<file path="config.mk">
export PLATFORM = sky130hd
export DESIGN_NAME = quadratic_probe_hash_table_unit_flat
export DESIGN_NICKNAME = d
export VERILOG_FILES = /design/src/rtl/core/qpht_pkg.sv /design/src/rtl/core/qpht_req_if.sv /design/src/rtl/core/qpht_rsp_if.sv /design/src/rtl/core/qpht_ctrl.sv /design/src/rtl/core/qpht_dp.sv /design/src/rtl/core/quadratic_probe_hash_table_unit.sv /design/src/flat_wrapper.sv
export SDC_FILE = /design/constraint.sdc
export NUM_CORES = 1
export LEC_CHECK = 0
export ABC_AREA = 1
export BUFFER_PORTS_ARGS = -buffer_cell sky130_fd_sc_hd__buf_2
export CORE_MARGIN = 3
export CORE_UTILIZATION = 55
export CTS_CLUSTER_DIAMETER = 120
export CTS_CLUSTER_SIZE = 20
export DETAILED_ROUTE_END_ITERATION = 10
export PLACE_DENSITY_LB_ADDON = 0.25
export SLEW_MARGIN = 20
export SYNTH_ARGS = -nofsm -noshare
export SYNTH_HDL_FRONTEND = slang
export SYNTH_SLANG_ARGS = --single-unit
</file>
<file path="constraint.sdc">
create_clock -name clk -period 4.1 [get_ports clk]
set_input_delay 0 -clock clk [delete_from_list [all_inputs] [get_ports clk]]
set_output_delay 0 -clock clk [all_outputs]
set_load 0.02 [all_outputs]
</file>
<file path="src/rtl/core/qpht_pkg.sv">
package qpht_pkg;

  // Field widths of the request and response transactions.
  localparam int KEY_W    = 31;
  localparam int STATUS_W = 2;
  localparam int SLOT_W   = 4;

  // Operation codes.
  localparam logic OP_INSERT = 1'b0;
  localparam logic OP_SEARCH = 1'b1;

  // Response status codes.
  localparam logic [STATUS_W-1:0] ST_INSERTED  = 2'd0;
  localparam logic [STATUS_W-1:0] ST_FOUND     = 2'd1;
  localparam logic [STATUS_W-1:0] ST_NOT_FOUND = 2'd2;
  localparam logic [STATUS_W-1:0] ST_FULL      = 2'd3;

  // The home slot is the key minus its quotient by the slot count times that count.
  // The quotient comes from a registered multiply by a fixed-point reciprocal of the
  // slot count.
  localparam int RECIP_W   = 32;
  localparam int MOD_STEPS = 2;
  localparam int MOD_CNT_W = 1;

  // Commands from the controller to the datapath.
  typedef struct packed {
    logic                clr_wr;
    logic                load;
    logic                mod_step;
    logic                probe_init;
    logic                rd;
    logic                probe_adv;
    logic                wr;
    logic                res_load;
    logic [STATUS_W-1:0] res_status;
    logic                res_hit;
  } cmd_t;

  // Status from the datapath to the controller.
  typedef struct packed {
    logic clr_done;
    logic mod_done;
    logic key_zero;
    logic op;
    logic rd_empty;
    logic rd_match;
    logic probe_first;
    logic probe_last;
    logic out_free;
  } stat_t;

endpackage

</file>
<file path="src/rtl/core/qpht_req_if.sv">
interface qpht_req_if;
  logic                         valid;
  logic                         ready;
  logic                         op;
  logic [qpht_pkg::KEY_W-1:0]   key;

  modport source (output valid, output op, output key, input ready);
  modport sink (input valid, input op, input key, output ready);
endinterface

</file>
<file path="src/rtl/core/qpht_rsp_if.sv">
interface qpht_rsp_if;
  logic                          valid;
  logic                          ready;
  logic [qpht_pkg::STATUS_W-1:0] status;
  logic [qpht_pkg::SLOT_W-1:0]   slot;

  modport source (output valid, output status, output slot, input ready);
  modport sink (input valid, input status, input slot, output ready);
endinterface

</file>
<file path="src/rtl/core/qpht_ctrl.sv">
module qpht_ctrl (
  input  logic            clk,
  input  logic            rst,
  input  logic            req_valid,
  output logic            req_ready,
  input  qpht_pkg::stat_t stat,
  output qpht_pkg::cmd_t  cmd
);

  localparam logic [2:0] S_CLEAR  = 3'd0;
  localparam logic [2:0] S_IDLE   = 3'd1;
  localparam logic [2:0] S_MOD    = 3'd2;
  localparam logic [2:0] S_START  = 3'd3;
  localparam logic [2:0] S_READ   = 3'd4;
  localparam logic [2:0] S_CHECK  = 3'd5;
  localparam logic [2:0] S_RESULT = 3'd6;

  logic [2:0]                    state;
  logic [2:0]                    state_next;
  logic [qpht_pkg::STATUS_W-1:0] res_code;
  logic [qpht_pkg::STATUS_W-1:0] res_code_next;
  logic                          res_hit;
  logic                          res_hit_next;

  assign req_ready = (state == S_IDLE);

  // Sequencing of the clearing pass and of one request.
  always_comb begin
    state_next    = state;
    res_code_next = res_code;
    res_hit_next  = res_hit;
    cmd           = '0;
    cmd.res_status = res_code;
    cmd.res_hit    = res_hit;
    case (state)
      S_CLEAR: begin
        cmd.clr_wr = 1'b1;
        if (stat.clr_done) begin
          state_next = S_IDLE;
        end
      end
      S_IDLE: begin
        if (req_valid) begin
          cmd.load   = 1'b1;
          state_next = S_MOD;
        end
      end
      S_MOD: begin
        cmd.mod_step = 1'b1;
        if (stat.mod_done) begin
          state_next = S_START;
        end
      end
      S_START: begin
        if (stat.key_zero) begin
          res_code_next = qpht_pkg::ST_NOT_FOUND;
          res_hit_next  = 1'b0;
          state_next    = S_RESULT;
        end else begin
          cmd.probe_init = 1'b1;
          state_next     = S_READ;
        end
      end
      S_READ: begin
        cmd.rd     = 1'b1;
        state_next = S_CHECK;
      end
      S_CHECK: begin
        state_next = S_RESULT;
        if (stat.op == qpht_pkg::OP_INSERT) begin
          if (stat.rd_empty) begin
            cmd.wr        = 1'b1;
            res_code_next = qpht_pkg::ST_INSERTED;
            res_hit_next  = 1'b1;
          end else if (stat.probe_last) begin
            res_code_next = qpht_pkg::ST_FULL;
            res_hit_next  = 1'b0;
          end else begin
            cmd.probe_adv = 1'b1;
            state_next    = S_READ;
          end
        end else begin
          // An empty home slot ends a search; later empty slots do not.
          if (stat.probe_first && stat.rd_empty) begin
            res_code_next = qpht_pkg::ST_NOT_FOUND;
            res_hit_next  = 1'b0;
          end else if (stat.rd_match) begin
            res_code_next = qpht_pkg::ST_FOUND;
            res_hit_next  = 1'b1;
          end else if (stat.probe_last) begin
            res_code_next = qpht_pkg::ST_NOT_FOUND;
            res_hit_next  = 1'b0;
          end else begin
            cmd.probe_adv = 1'b1;
            state_next    = S_READ;
          end
        end
      end
      S_RESULT: begin
        if (stat.out_free) begin
          cmd.res_load = 1'b1;
          state_next   = S_IDLE;
        end
      end
      default: begin
        state_next = S_CLEAR;
      end
    endcase
  end

  always_ff @(posedge clk) begin
    if (rst) begin
      state    <= S_CLEAR;
      res_code <= qpht_pkg::ST_NOT_FOUND;
      res_hit  <= 1'b0;
    end else begin
      state    <= state_next;
      res_code <= res_code_next;
      res_hit  <= res_hit_next;
    end
  end

endmodule

</file>
<file path="src/rtl/core/qpht_dp.sv">
module qpht_dp #(
  parameter int SLOTS       = 16,
  parameter int PROBE_LIMIT = 10
) (
  input  logic                          clk,
  input  logic                          rst,
  input  qpht_pkg::cmd_t                cmd,
  output qpht_pkg::stat_t               stat,
  input  logic                          req_op,
  input  logic [qpht_pkg::KEY_W-1:0]    req_key,
  input  logic                          rsp_ready,
  output logic                          rsp_valid,
  output logic [qpht_pkg::STATUS_W-1:0] rsp_status,
  output logic [qpht_pkg::SLOT_W-1:0]   rsp_slot
);

  localparam int SW = $clog2(SLOTS);
  localparam int IW = $clog2(PROBE_LIMIT);
  localparam int SH = qpht_pkg::KEY_W + SW;
  localparam int PW = qpht_pkg::KEY_W + qpht_pkg::RECIP_W;
  localparam logic [SW:0] SLOTS_EXT = (SW+1)'(SLOTS);
  localparam logic [qpht_pkg::RECIP_W-1:0] RECIP =
    qpht_pkg::RECIP_W'(((64'd1 << SH) + 64'(SLOTS) - 64'd1) / 64'(SLOTS));

  logic [qpht_pkg::KEY_W-1:0]      mem [SLOTS];
  logic [qpht_pkg::KEY_W-1:0]      rdata;
  logic                            op_q;
  logic [qpht_pkg::KEY_W-1:0]      key_q;
  logic [PW-1:0]                   prod;
  logic [SW-1:0]                   qd_low;
  logic [qpht_pkg::MOD_CNT_W-1:0]  mod_cnt;
  logic [SW-1:0]                   rem;
  logic [SW-1:0]                   idx;
  logic [SW-1:0]                   stride;
  logic [IW-1:0]                   probe_i;
  logic [SW-1:0]                   clr_addr;
  logic [SW:0]                     idx_sum;
  logic [SW:0]                     idx_adv;
  logic [SW:0]                     stride_sum;
  logic [SW:0]                     stride_adv;
  logic [SW+qpht_pkg::SLOT_W-1:0]  slot_ext;

  // The quotient sits in the product bits from SH up; the remainder is below the
  // slot count, so only the low bits of quotient times slot count are needed.
  assign qd_low = prod[SH +: SW] * SW'(SLOTS);

  // Next probe: the slot moves by the odd stride 2i-1, both kept below the slot count.
  always_comb begin
    idx_sum    = {1'b0, idx} + {1'b0, stride};
    idx_adv    = (idx_sum >= SLOTS_EXT) ? (idx_sum - SLOTS_EXT) : idx_sum;
    stride_sum = {1'b0, stride} + (SW+1)'(2);
    stride_adv = (stride_sum >= SLOTS_EXT) ? (stride_sum - SLOTS_EXT) : stride_sum;
  end

  assign slot_ext = (SW+qpht_pkg::SLOT_W)'(idx);

  // Status toward the controller.
  always_comb begin
    stat.clr_done    = (clr_addr == SW'(SLOTS-1));
    stat.mod_done    = (mod_cnt == qpht_pkg::MOD_CNT_W'(qpht_pkg::MOD_STEPS-1));
    stat.key_zero    = (key_q == '0);
    stat.op          = op_q;
    stat.rd_empty    = (rdata == '0);
    stat.rd_match    = (rdata == key_q);
    stat.probe_first = (probe_i == '0);
    stat.probe_last  = (probe_i == IW'(PROBE_LIMIT-1));
    stat.out_free    = !rsp_valid || rsp_ready;
  end

  // Slot store: one write port, one registered read port.
  always_ff @(posedge clk) begin
    if (cmd.clr_wr) begin
      mem[clr_addr] <= '0;
    end else if (cmd.wr) begin
      mem[idx] <= key_q;
    end
    if (cmd.rd) begin
      rdata <= mem[idx];
    end
  end

  // Clearing pass address.
  always_ff @(posedge clk) begin
    if (rst) begin
      clr_addr <= '0;
    end else if (cmd.clr_wr) begin
      clr_addr <= clr_addr + SW'(1);
    end
  end

  // Request capture, remainder unit and probe sequence.
  // The first remainder step registers the product, the second forms the remainder.
  always_ff @(posedge clk) begin
    if (cmd.load) begin
      op_q    <= req_op;
      key_q   <= req_key;
      mod_cnt <= '0;
    end
    if (cmd.mod_step) begin
      prod    <= PW'(key_q) * PW'(RECIP);
      rem     <= key_q[SW-1:0] - qd_low;
      mod_cnt <= mod_cnt + qpht_pkg::MOD_CNT_W'(1);
    end
    if (cmd.probe_init) begin
      idx     <= rem;
      stride  <= SW'(1);
      probe_i <= '0;
    end
    if (cmd.probe_adv) begin
      idx     <= idx_adv[SW-1:0];
      stride  <= stride_adv[SW-1:0];
      probe_i <= probe_i + IW'(1);
    end
  end

  // Response register.
  always_ff @(posedge clk) begin
    if (rst) begin
      rsp_valid <= 1'b0;
    end else if (cmd.res_load) begin
      rsp_valid <= 1'b1;
    end else if (rsp_ready) begin
      rsp_valid <= 1'b0;
    end
  end

  always_ff @(posedge clk) begin
    if (cmd.res_load) begin
      rsp_status <= cmd.res_status;
      rsp_slot   <= cmd.res_hit ? slot_ext[qpht_pkg::SLOT_W-1:0] : '0;
    end
  end

endmodule

</file>
<file path="src/rtl/core/quadratic_probe_hash_table_unit.sv">
// Channel  Direction  Payload        Transaction
// req      in         op, key        valid && ready at a rising edge
// rsp      out        status, slot   valid && ready at a rising edge
//
// After reset a clearing pass zeroes the store, one slot per cycle.
// A request passes from acceptance to a valid response through the remainder unit,
// the probe setup, one read per probed slot through the registered read port of the
// store (1 to PROBE_LIMIT slots, none for a zero key) and the load of the response
// register.
// A request taken while a response waits holds in its final step until that is taken.
module quadratic_probe_hash_table_unit #(
  parameter int SLOTS       = 16,
  parameter int PROBE_LIMIT = 10
) (
  input  logic       clk,
  input  logic       rst,
  qpht_req_if.sink   req,
  qpht_rsp_if.source rsp
);

  qpht_pkg::cmd_t  cmd;
  qpht_pkg::stat_t stat;

  qpht_ctrl u_ctrl (
    .clk       (clk),
    .rst       (rst),
    .req_valid (req.valid),
    .req_ready (req.ready),
    .stat      (stat),
    .cmd       (cmd)
  );

  qpht_dp #(
    .SLOTS       (SLOTS),
    .PROBE_LIMIT (PROBE_LIMIT)
  ) u_dp (
    .clk        (clk),
    .rst        (rst),
    .cmd        (cmd),
    .stat       (stat),
    .req_op     (req.op),
    .req_key    (req.key),
    .rsp_ready  (rsp.ready),
    .rsp_valid  (rsp.valid),
    .rsp_status (rsp.status),
    .rsp_slot   (rsp.slot)
  );

  // No request is taken while the store is being cleared.
  assert property (@(posedge clk) disable iff (rst) cmd.clr_wr |-> !req.ready)
    else $error("request accepted during clearing pass");

  // A key is written only by an insert that found an empty slot.
  assert property (@(posedge clk) disable iff (rst)
    cmd.wr |-> (stat.op == qpht_pkg::OP_INSERT) && stat.rd_empty && !stat.key_zero)
    else $error("slot write outside a successful insert");

  // A new response never overwrites one that has not been taken.
  assert property (@(posedge clk) disable iff (rst) cmd.res_load |-> stat.out_free)
    else $error("pending response overwritten");

  // A hit is reported only with an inserted or found status.
  assert property (@(posedge clk) disable iff (rst)
    cmd.res_load && cmd.res_hit |->
      (cmd.res_status == qpht_pkg::ST_INSERTED) || (cmd.res_status == qpht_pkg::ST_FOUND))
    else $error("slot reported with a miss status");

endmodule
</file>
<file path="src/flat_wrapper.sv">
// flat-port wrapper written by rule: the top's interface ports become plain ports
module quadratic_probe_hash_table_unit_flat 
#(
  parameter int SLOTS       = 16,
  parameter int PROBE_LIMIT = 10
)
  (clk, rst, req_valid, req_op, req_key, req_ready, rsp_valid, rsp_status, rsp_slot, rsp_ready);
  qpht_req_if req_i ();
  qpht_rsp_if rsp_i ();
  input  logic clk;
  input  logic rst;
  input wire logic [$bits(req_i.valid)-1:0] req_valid;
  input wire logic [$bits(req_i.op)-1:0] req_op;
  input wire logic [$bits(req_i.key)-1:0] req_key;
  output wire logic [$bits(req_i.ready)-1:0] req_ready;
  output wire logic [$bits(rsp_i.valid)-1:0] rsp_valid;
  output wire logic [$bits(rsp_i.status)-1:0] rsp_status;
  output wire logic [$bits(rsp_i.slot)-1:0] rsp_slot;
  input wire logic [$bits(rsp_i.ready)-1:0] rsp_ready;
  assign req_i.valid = req_valid;
  assign req_i.op = req_op;
  assign req_i.key = req_key;
  assign req_ready = req_i.ready;
  assign rsp_valid = rsp_i.valid;
  assign rsp_status = rsp_i.status;
  assign rsp_slot = rsp_i.slot;
  assign rsp_i.ready = rsp_ready;
  quadratic_probe_hash_table_unit #(.SLOTS(SLOTS), .PROBE_LIMIT(PROBE_LIMIT)) u_core (.clk(clk), .rst(rst), .req(req_i), .rsp(rsp_i));
endmodule
</file>
# == Yosys cells after proc, flatten, opt, wreduce, memory -nomap -nowiden ==
# Memories as Yosys holds them, arrays and structs flattened. A register that Yosys moved wholly into a read port is not among the register bits.
# Cells that the tools add are included.
# classes
n_lt_le_gt_ge,2
n_eq_ne,16
muxes,63
n_reduce_logical,15
add_sub_neg,7
# op_table
op,count
$logic_not 31->1,2
$mux 4,9
$mux 1,32
$eq 31x31->1,1
$mux 31,1
$reduce_or 31->1,1
$mux 2,13
$pmux 3 s7,1
$mux 3,5
$ge 5x5->1 const B,2
$eq 3x3->1 const B,3
$add 4x1->4 const B,2
$eq 4x4->1 const B,2
$reduce_and 4->1,2
$reduce_bool 2->1,4
$sub 4x1->4 const B,2
$eq 3x2->1 const B,2
$ne 2x1->1 const B,3
$add 4x2->5 const B,1
$add 4x4->5,1
$ne 5x3->1 const B,1
$logic_not 4->1,1
$ne 2x2->1 const B,2
$ne 4x3->1 const B,1
9 further kinds,9
# word_totals
wordCells,118
in_bits,36
output_inout_bits,8
ramBits,496
register_bits,66
memories,1
# mem_list
name,words,width,rd,rd_clocked_by_memory_dff,write_ports,line,rtl
u_core.u_dp.mem,16,31,1,1,1,qpht_dp.sv:25,logic [qpht_pkg::KEY_W-1:0] mem [SLOTS];

# == Depth between registers and ports, before layout ==
# Gate-level depths: netlist (run 1).
# depth
depth_word,11
ltp_mapped,14
depth_no_buf,14

# == Hierarchy ==
# A second synthesis (run 1) with hierarchy kept.
# hier_totals
cells_unflattened,2128
hier_area_um2,24643.6
# by_module_without_submodules
module,area_per_inst_um2,cells_per_inst,n_inst,seq_area_each_um2
qpht_dp,24186.9,2051,1,17546.8
qpht_ctrl,456.7,77,1,120.1

# == Worst setup path after synthesis (run 1) ==
# Ideal clock, no wire load.
# synth_path
path_kind,reg2reg
from,register u_core.u_ctrl.state[2]
to,memory u_core.u_dp.mem[13][0] (netlist bit) (enable)
setup_time_ns,0.419
path_stages_with_launch,10
t_arrival_ns,2.744
setup_slack_ns,0.937
t_required_ns,3.681
n_path_buf,1
path_cell_list,dfxtp_1 > inv_2 > nor3_4 > inv_2 > nor2_2 > nand2_2 > buf_6 > o21ai_4 > nand3_2 > nor2_1
# synth_between
elab_chain_cells,7
elab_cells_between_ends,12
cone_classes,eq/ne (1); mux (9); reduce/logical (2)
# synth_rtl
item,line,rtl
from (decl),qpht_ctrl.sv:18,logic [2:0] state;
from (signal assigned),qpht_ctrl.sv:117,state <= state_next;
$eq 3x3->1,qpht_ctrl.sv:35,case (state)
$mux 2,qpht_ctrl.sv:35,
$mux 1,qpht_dp.sv:74,end else if (cmd.wr) begin
$mux 1,qpht_dp.sv:72,if (cmd.clr_wr) begin
$mux 1 (implied by the code),qpht_dp.sv:75,mem[idx] <= key_q;
$reduce_or 31->1 (no source line),n/a,
$mux 4 (no source line) / $mux 1 (equally long branches),n/a,
to (decl),qpht_dp.sv:25,
# Parallel ways exist; a longest one is shown, timed or not.

# == Worst setup path after layout (run 1) ==
# layout_path
from,"register u_core.u_dp.rdata[0] (netlist bit), read port of u_core.u_dp.mem"
to,memory u_core.u_dp.mem[4][19] (netlist bit) (enable)
# layout_between
elab_chain_cells,9
elab_cells_between_ends,10
cone_classes,mux (8); reduce/logical (2)
# layout_rtl
item,line,rtl
from (decl),qpht_dp.sv:26,logic [qpht_pkg::KEY_W-1:0] rdata;
$logic_not 31->1 (*),qpht_dp.sv:63,stat.rd_empty = (rdata == '0);
$mux 1 (*),qpht_ctrl.sv:71,if (stat.rd_empty) begin
$mux 1 (*),qpht_ctrl.sv:70,if (stat.op == qpht_pkg::OP_INSERT) begin
$mux 2 (*),qpht_ctrl.sv:35,
$mux 1 (*),qpht_dp.sv:74,
$mux 1 (*),qpht_dp.sv:72,
$mux 1 (implied by the code) (*),qpht_dp.sv:75,
$reduce_or 31->1 (no source line),n/a,
$mux 4 (no source line) / $mux 1 (equally long branches),n/a,
# Mark *: on every way between the ends. The rest lies on a longest branch, timed or not.

==> flow_metrics.env, run 1 <==
export IMPL_antenna_found_initial=3
export IMPL_synth_mux_area_frac=0
export IMPL_globalRouteOverflowTotal=0
export IMPL_max_freq_mhz=308
export IMPL_cap_violations=0
export IMPL_synthTopCellsByArea="edfxtp_1 74%, nor2_1 5.7%, o21ai_0 5.2%"
export IMPL_switching_share=0.236
export IMPL_drc=0
export IMPL_cts_root_buf="clkbuf_16"
export IMPL_synth_area_um2=23700
export IMPL_post_route_min_period_ns=3.25
export IMPL_wl_per_cell_um=24.2
export IMPL_grt_util_met1=0.355
export IMPL_path_buf_inv=2
export IMPL_grt_max_degree=252
export IMPL_maxSlewViolCount=0
export IMPL_core_area_um2=42200
export IMPL_viasPerCell=6.19
export IMPL_synth_seq_cells=592
export IMPL_routed_wl_um=58700
export IMPL_cts_tree="yes"
export IMPL_synth_xor_area_frac=0.00518
export IMPL_seqPwrFrac=0.621
export IMPL_yosysWarnings=0
export IMPL_clock_latency_ns=0.57
export IMPL_vias=15000
export IMPL_tightest_slew_ns=1.20
export IMPL_period_share=0.792
export IMPL_start_util=0.560
export IMPL_cp_arrival_ns=3.50
export IMPL_htreeDepth=2
export IMPL_synth_top_area_share=0.737
export IMPL_path_cells="nor2_1 > nand2_1 > nor2_1 > nand2_1 > nor2_2 > nand2_2 > nand2_1 > o21ai_2 > nor2_1 > inv_1 > nor2_4 > buf_4"
export IMPL_yosys_area_top_type="edfxtp_1"
export IMPL_critPathCaptureType="flop"
export IMPL_die_area_um2=45500
export IMPL_cts_sinks=592
export IMPL_worstPathRequired_ns=4.35
export IMPL_cpPeakStageDelay_ns=0.60
export IMPL_cp_slowest_cell="nor2_4"
export IMPL_synth_top_family_by_area="compound AO/OA/AOI/OAI gates"
export IMPL_die_h_um=213
export IMPL_seq_area_frac_synth=0.747
export IMPL_ctsResizeCount=0
export IMPL_syn_nets=1865
export IMPL_cp_top_family="simple AND/OR/NAND/NOR gates"
export IMPL_ant_nets=0
export IMPL_grt_util_met2=0.410
export IMPL_area_growth_syn_to_layout_pct=10.1
export IMPL_dieWidth_um=213
export IMPL_rsz0062_at_grt="false"
export IMPL_yosys_area_share_simple=0.102
export IMPL_synth_fa_ha_area_frac=0.00455
export IMPL_run_status="finished clean"
export IMPL_fin_hold_ws_ns=0.138
export IMPL_dp_hpwl_um=32400
export IMPL_critPathKind="flop to flop"
export IMPL_clk_path_buf_depth=3
export IMPL_synthCells=1821
export IMPL_p_int_mw=9.11
export IMPL_port_buffers=43
export IMPL_io_pins=44
export IMPL_p_comb_frac=0.089
export IMPL_setup_violations=0
export IMPL_startpoint_type="flop"
export IMPL_tns_ns=0
export IMPL_drive_gt1_frac=0.0883
export IMPL_max_slew_margin=0.200
export IMPL_p_leak_nw=8.80
export IMPL_yosys_cell_types_count=35
export IMPL_nets=1916
export IMPL_grt_pass1_vias=14500
export IMPL_numCtsBuffers=35
export IMPL_gp_congestion=0.908
export IMPL_fin_skew_ns=0.0222
export IMPL_powerDensity_nw_per_um2=458
export IMPL_syn_area_per_cell_um2=13.0
export IMPL_gr_usage_met3=0.0598
export IMPL_final_hold_violation_count=0
export IMPL_initialDrtViolationCount=2122
export IMPL_grt_use_total=0.259
export IMPL_busiest_layer="met2"
export IMPL_rows=75
export IMPL_vdd_ir_drop_max_mv=0.418
export IMPL_grt_pass1_wl_um=87400
export IMPL_netSwitchingPower_mw=2.82
export IMPL_crit_fanout=15
export IMPL_synth_compound_area_frac=0.109
export IMPL_hold_class="input port to flop"
export IMPL_p_clk_frac=0.290
export IMPL_clkTransAtPathRegs_ns=0.09
export IMPL_first_pass_iters=6
## cells in the mapped netlist
cell type / number
inv_1: 88
o21ai_4: 2
edfxtp_1: 581
nor3_4: 1
ha_1: 7
o21ai_1: 11
nand2_1: 137
o221ai_1: 106
buf_6: 1
inv_2: 7
nand3_2: 3
fa_1: 1
xor2_1: 3
clkbuf_1: 82
o22ai_1: 18
a21oi_1: 10
buf_1: 9
nand2_4: 1
nor2_2: 2
xnor2_1: 11
o211ai_1: 19
buf_2: 15
and3_1: 1
nor4_1: 1
dfxtp_1: 11
o21ai_0: 247
nand4_1: 15
nand2_2: 5
nor3_1: 8
nor2_1: 358
or2_2: 1
nand3b_1: 1
o21ai_2: 2
nor3b_1: 1
nand3_1: 55
## state kept, by name, indices dropped and copies added, names as in the netlist, 2 cells and up
name / cells
u_core.u_dp.idx: 4
u_core.u_dp.rsp_status: 2
u_core.u_dp.probe_i: 4
u_core.u_dp.rdata: 31
u_core.u_dp.rsp_slot: 4
u_core.u_dp.mem: 496
u_core.u_dp.rem: 4
u_core.u_dp.clr_addr: 4
u_core.u_dp.key_q: 31
u_core.u_ctrl.state: 3
u_core.u_dp.stride: 3
u_core.u_ctrl.res_code: 2
## routing by layer
layer	part of all wire	wire length, um	vias to the layer above
met5	0.00012	7	-
met4	0.036	2130	2
met3	0.097	5680	130
met2	0.47	27400	707
met1	0.40	23500	7376
li1	-	-	6760
## kinds of logic (layout without fill, tap and decap cells)
group | Yosys count | after routing
other cells | 0 | 2
xor+xnor | 14 | 14
flops | 592 | 592
fa+ha+maj | 8 | 8
compound gates | 415 | 415
simple gates | 590 | 590
buf+inv | 202 | 260
## area by class of cell
class                           instances  area (um2)
Sequential cell                       592       17700
Fill cell                            3103       16200
Multi-Input combinational cell       1027        5340
Timing Repair Buffer                  121        1040
Clock buffer                           43         948
Tap cell                              539         674
Inverter                               95         363
Clock inverter                          1        8.76
Antenna cell                            2        5.00
## cells in the final DEF, fill, tap and decap left out, drive strengths merged
| cell type | count |
|---|---|
| a21oi | 10 |
| and3 | 1 |
| buf | 85 |
| clkbuf | 43 |
| clkinv | 1 |
| dfxtp | 11 |
| diode | 2 |
| dlygate4sd3 | 36 |
| edfxtp | 581 |
| fa | 1 |
| ha | 7 |
| inv | 95 |
| nand2 | 143 |
| nand3 | 58 |
| nand3b | 1 |
| nand4 | 15 |
| nor2 | 360 |
| nor3 | 9 |
| nor3b | 1 |
| nor4 | 1 |
| o211ai | 19 |
| o21ai | 262 |
| o221ai | 106 |
| o22ai | 18 |
| or2 | 1 |
| xnor2 | 11 |
| xor2 | 3 |
## final timing paths
kind | depth (start not counted) | slack [ns] | end | from
worst max-delay path | 12 | 0.85 | u_core.u_dp.mem[4][19] | u_core.u_dp.rdata[0]
worst max register to register | 12 | 0.85 | u_core.u_dp.mem[4][19] | u_core.u_dp.rdata[0]
worst min register to register | 0 | 0.45 | u_core.u_dp.rsp_status[1] | u_core.u_ctrl.res_code[1]
worst min-delay path | 2 | 0.14 | u_core.u_dp.key_q[8] | req_key[8]
## stage by stage
stage / power, mW / setup slack, ns / util / instances / area (um2)
4_1_cts: 12.0 / 0.925 / 0.617 / 2418 / 26000
6_report: 11.9 / 0.851 / 0.617 / 2420 / 26100
3_5_place_dp: 8.56 / 0.953 / 0.586 / 2338 / 24700
5_1_grt: 12.4 / 0.743 / 0.617 / 2418 / 26000
3_3_place_gp: 8.55 / 1.01 / 0.586 / 2338 / 24700
2_1_floorplan: 8.07 / 0.937 / - / 1821 / 23700
## power groups by stage
stage / clock, mW / sequential (mW) / combinational (mW)
detailed placement: 0 / 7.54 / 1.02
global placement: 0 / 7.54 / 1.01
finish: 3.46 / 7.42 / 1.06
CTS: 3.51 / 7.41 / 1.05
floorplan: 0 / 7.50 / 0.565
global route: 3.75 / 7.46 / 1.15
## timing repair
item | CTS | global route
hold buffers | 36 | 0
hold endpoints to repair | 44 | 0
setup buffers | 0 | 0
endpoints found under the setup margin | 0 | 0
Note: power is estimated with default switching activity, not from simulation.
==> run 2: changes to the inputs <==
Clock period 4.1 ns to 2.7 ns, I/O delays scaled along.
==> flow_metrics.env, run 2 (synthesized netlist as in run 1, its figures left out) <==
export IMPL_run_status="finished clean"
export IMPL_worstPathRequired_ns=2.98
export IMPL_p_leak_nw=9.15
export IMPL_dp_hpwl_um=38200
export IMPL_path_cells="nor2_1 > nand2_1 > nor2_1 > nand2_1 > nor2_2 > nand2_4 > o21ai_4 > inv_1 > nor2_1 > nand2_2 > nor2_4 > clkbuf_16"
export IMPL_die_area_um2=45500
export IMPL_clk_path_buf_depth=3
export IMPL_maxSlewViolCount=0
export IMPL_viasPerCell=6.24
export IMPL_grt_pass1_wl_um=91000
export IMPL_start_util=0.560
export IMPL_fin_skew_ns=0.0172
export IMPL_power_mw=18.2
export IMPL_cp_slowest_cell="edfxtp_1"
export IMPL_period_share=0.953
export IMPL_clock_latency_ns=0.57
export IMPL_final_common_cell="edfxtp_1"
export IMPL_cap_violations=0
export IMPL_cp_arrival_ns=2.85
export IMPL_powerDensity_nw_per_um2=684
export IMPL_vdd_ir_drop_max_mv=0.512
export IMPL_cts_sinks=592
export IMPL_drive_gt1_frac=0.116
export IMPL_ant_nets=0
export IMPL_critPathCaptureType="flop"
export IMPL_largest_reg_flops=496
export IMPL_area_growth_syn_to_layout_pct=12.7
export IMPL_seqCellArea_um2=17700
export IMPL_startpoint_type="flop"
export IMPL_dieWidth_um=213
export IMPL_clkTransAtPathRegs_ns=0.09
export IMPL_rsz0062_at_grt="true"
export IMPL_cts_tree="yes"
export IMPL_grt_max_degree=127
export IMPL_core_area_um2=42200
export IMPL_post_route_min_period_ns=2.57
export IMPL_largest_register="u_core.u_dp.mem"
export IMPL_crit_top_cell="nor2_1"
export IMPL_io_pins=44
export IMPL_crit_fanout=15
export IMPL_gp_congestion=0.896
export IMPL_initialDrtViolationCount=2152
export IMPL_globalRouteOverflowTotal=0
export IMPL_rows=75
export IMPL_htreeDepth=2
export IMPL_vias=15400
export IMPL_drc=0
export IMPL_cpPeakStageDelay_ns=0.41
export IMPL_final_cell_mix="581 x edfxtp_1, 340 x nor2_1, 247 x o21ai_0"
export IMPL_port_buffers=43
export IMPL_tightest_slew_ns=0.637
export IMPL_die_h_um=213
export IMPL_final_hold_violation_count=0
export IMPL_placedCellCount=2394
export IMPL_numCtsBuffers=35
export IMPL_wl_per_cell_um=25.1
export IMPL_stdcell_count=2474
export IMPL_antenna_found_initial=1
export IMPL_grt_pass1_vias=14800
export IMPL_hold_class="input port to flop"
export IMPL_setup_violations=0
export IMPL_multi_input_area_um2=5360
export IMPL_reg_top3="u_core.u_dp.mem (496), u_core.u_dp.key_q (31), u_core.u_dp.rdata (31)"
export IMPL_max_freq_mhz=388
export IMPL_first_pass_iters=7
export IMPL_cts_root_buf="clkbuf_16"
export IMPL_nFillCells=3152
export IMPL_num_antenna_cells=0
export IMPL_max_slew_margin=0.574
export IMPL_grt_use_total=0.271
export IMPL_nets=1972
export IMPL_critPathKind="flop to flop"
export IMPL_routed_wl_um=62000
run 2: per-layer routing:
| metal | share of wire | GRT usage | up-vias | routed length (um) |
|---|---|---|---|---|
| met5 | 0 | 0 | - | 0 |
| met4 | 0.031 | 0.0941 | 0 | 1920 |
| met3 | 0.10 | 0.0585 | 113 | 6400 |
| met2 | 0.46 | 0.425 | 859 | 28500 |
| met1 | 0.41 | 0.384 | 7597 | 25200 |
| li1 | - | - | 6867 | - |
run 2: layout make-up:
class                      instances  area share
clock buffer                      41      0.0345
clock inverter                     3     0.00127
inverter                          95      0.0136
multi-input combinational       1027       0.201
sequential                       592       0.663
tap                              539      0.0253
timing repair buffer             177      0.0615
run 2: metrics by stage:
step / area [um2] / setup TNS, ns / utilization / worst slack [ns] / hold WS [ns]
2_1_floorplan: 23700 / -169.23 / - / -0.463 / 0.0691
3_3_place_gp: 25300 / 0 / 0.599 / 0.174 / 0.178
3_5_place_dp: 25300 / 0 / 0.599 / 0.0812 / 0.178
4_1_cts: 26600 / 0 / 0.630 / 0.0655 / 0.116
5_1_grt: 26700 / -1.01 / 0.631 / -0.0316 / 0.127
6_report: 26700 / 0 / 0.631 / 0.126 / 0.139
run 2: path summary, 6_finish.rpt:
path / from / endpoint / slack, ns / cells after the start
worst max-delay path: u_core.u_dp.rdata[0] / u_core.u_dp.mem[10][6] / 0.13 / 12
worst min-delay path: req_key[16] / u_core.u_dp.key_q[16] / 0.14 / 2
worst min register to register: u_core.u_ctrl.res_code[1] / u_core.u_dp.rsp_status[1] / 0.44 / 0
worst max register to register: u_core.u_dp.rdata[0] / u_core.u_dp.mem[10][6] / 0.13 / 12
run 2: power breakdown:
group / switching (mW) / internal (mW)
sequential: 0.277 / 11.0
combinational: 1.18 / 0.489
clock: 2.87 / 2.43
run 2: what timing repair did:
item / 4_1_cts / 5_1_grt
gates resized for setup: 0 / 3
buffers inserted: 0 / 0
endpoints found under the hold margin: 44 / 0
hold buffers: 35 / 0
endpoints found under the setup margin: 0 / 201
run 2: worst max-delay path: cells and delay by family, from the launching register on:
family          cells  cell delay (ns)
compound gates      1             0.21
buf+inv             2             0.30
flops               1             0.41
simple gates        9             1.33
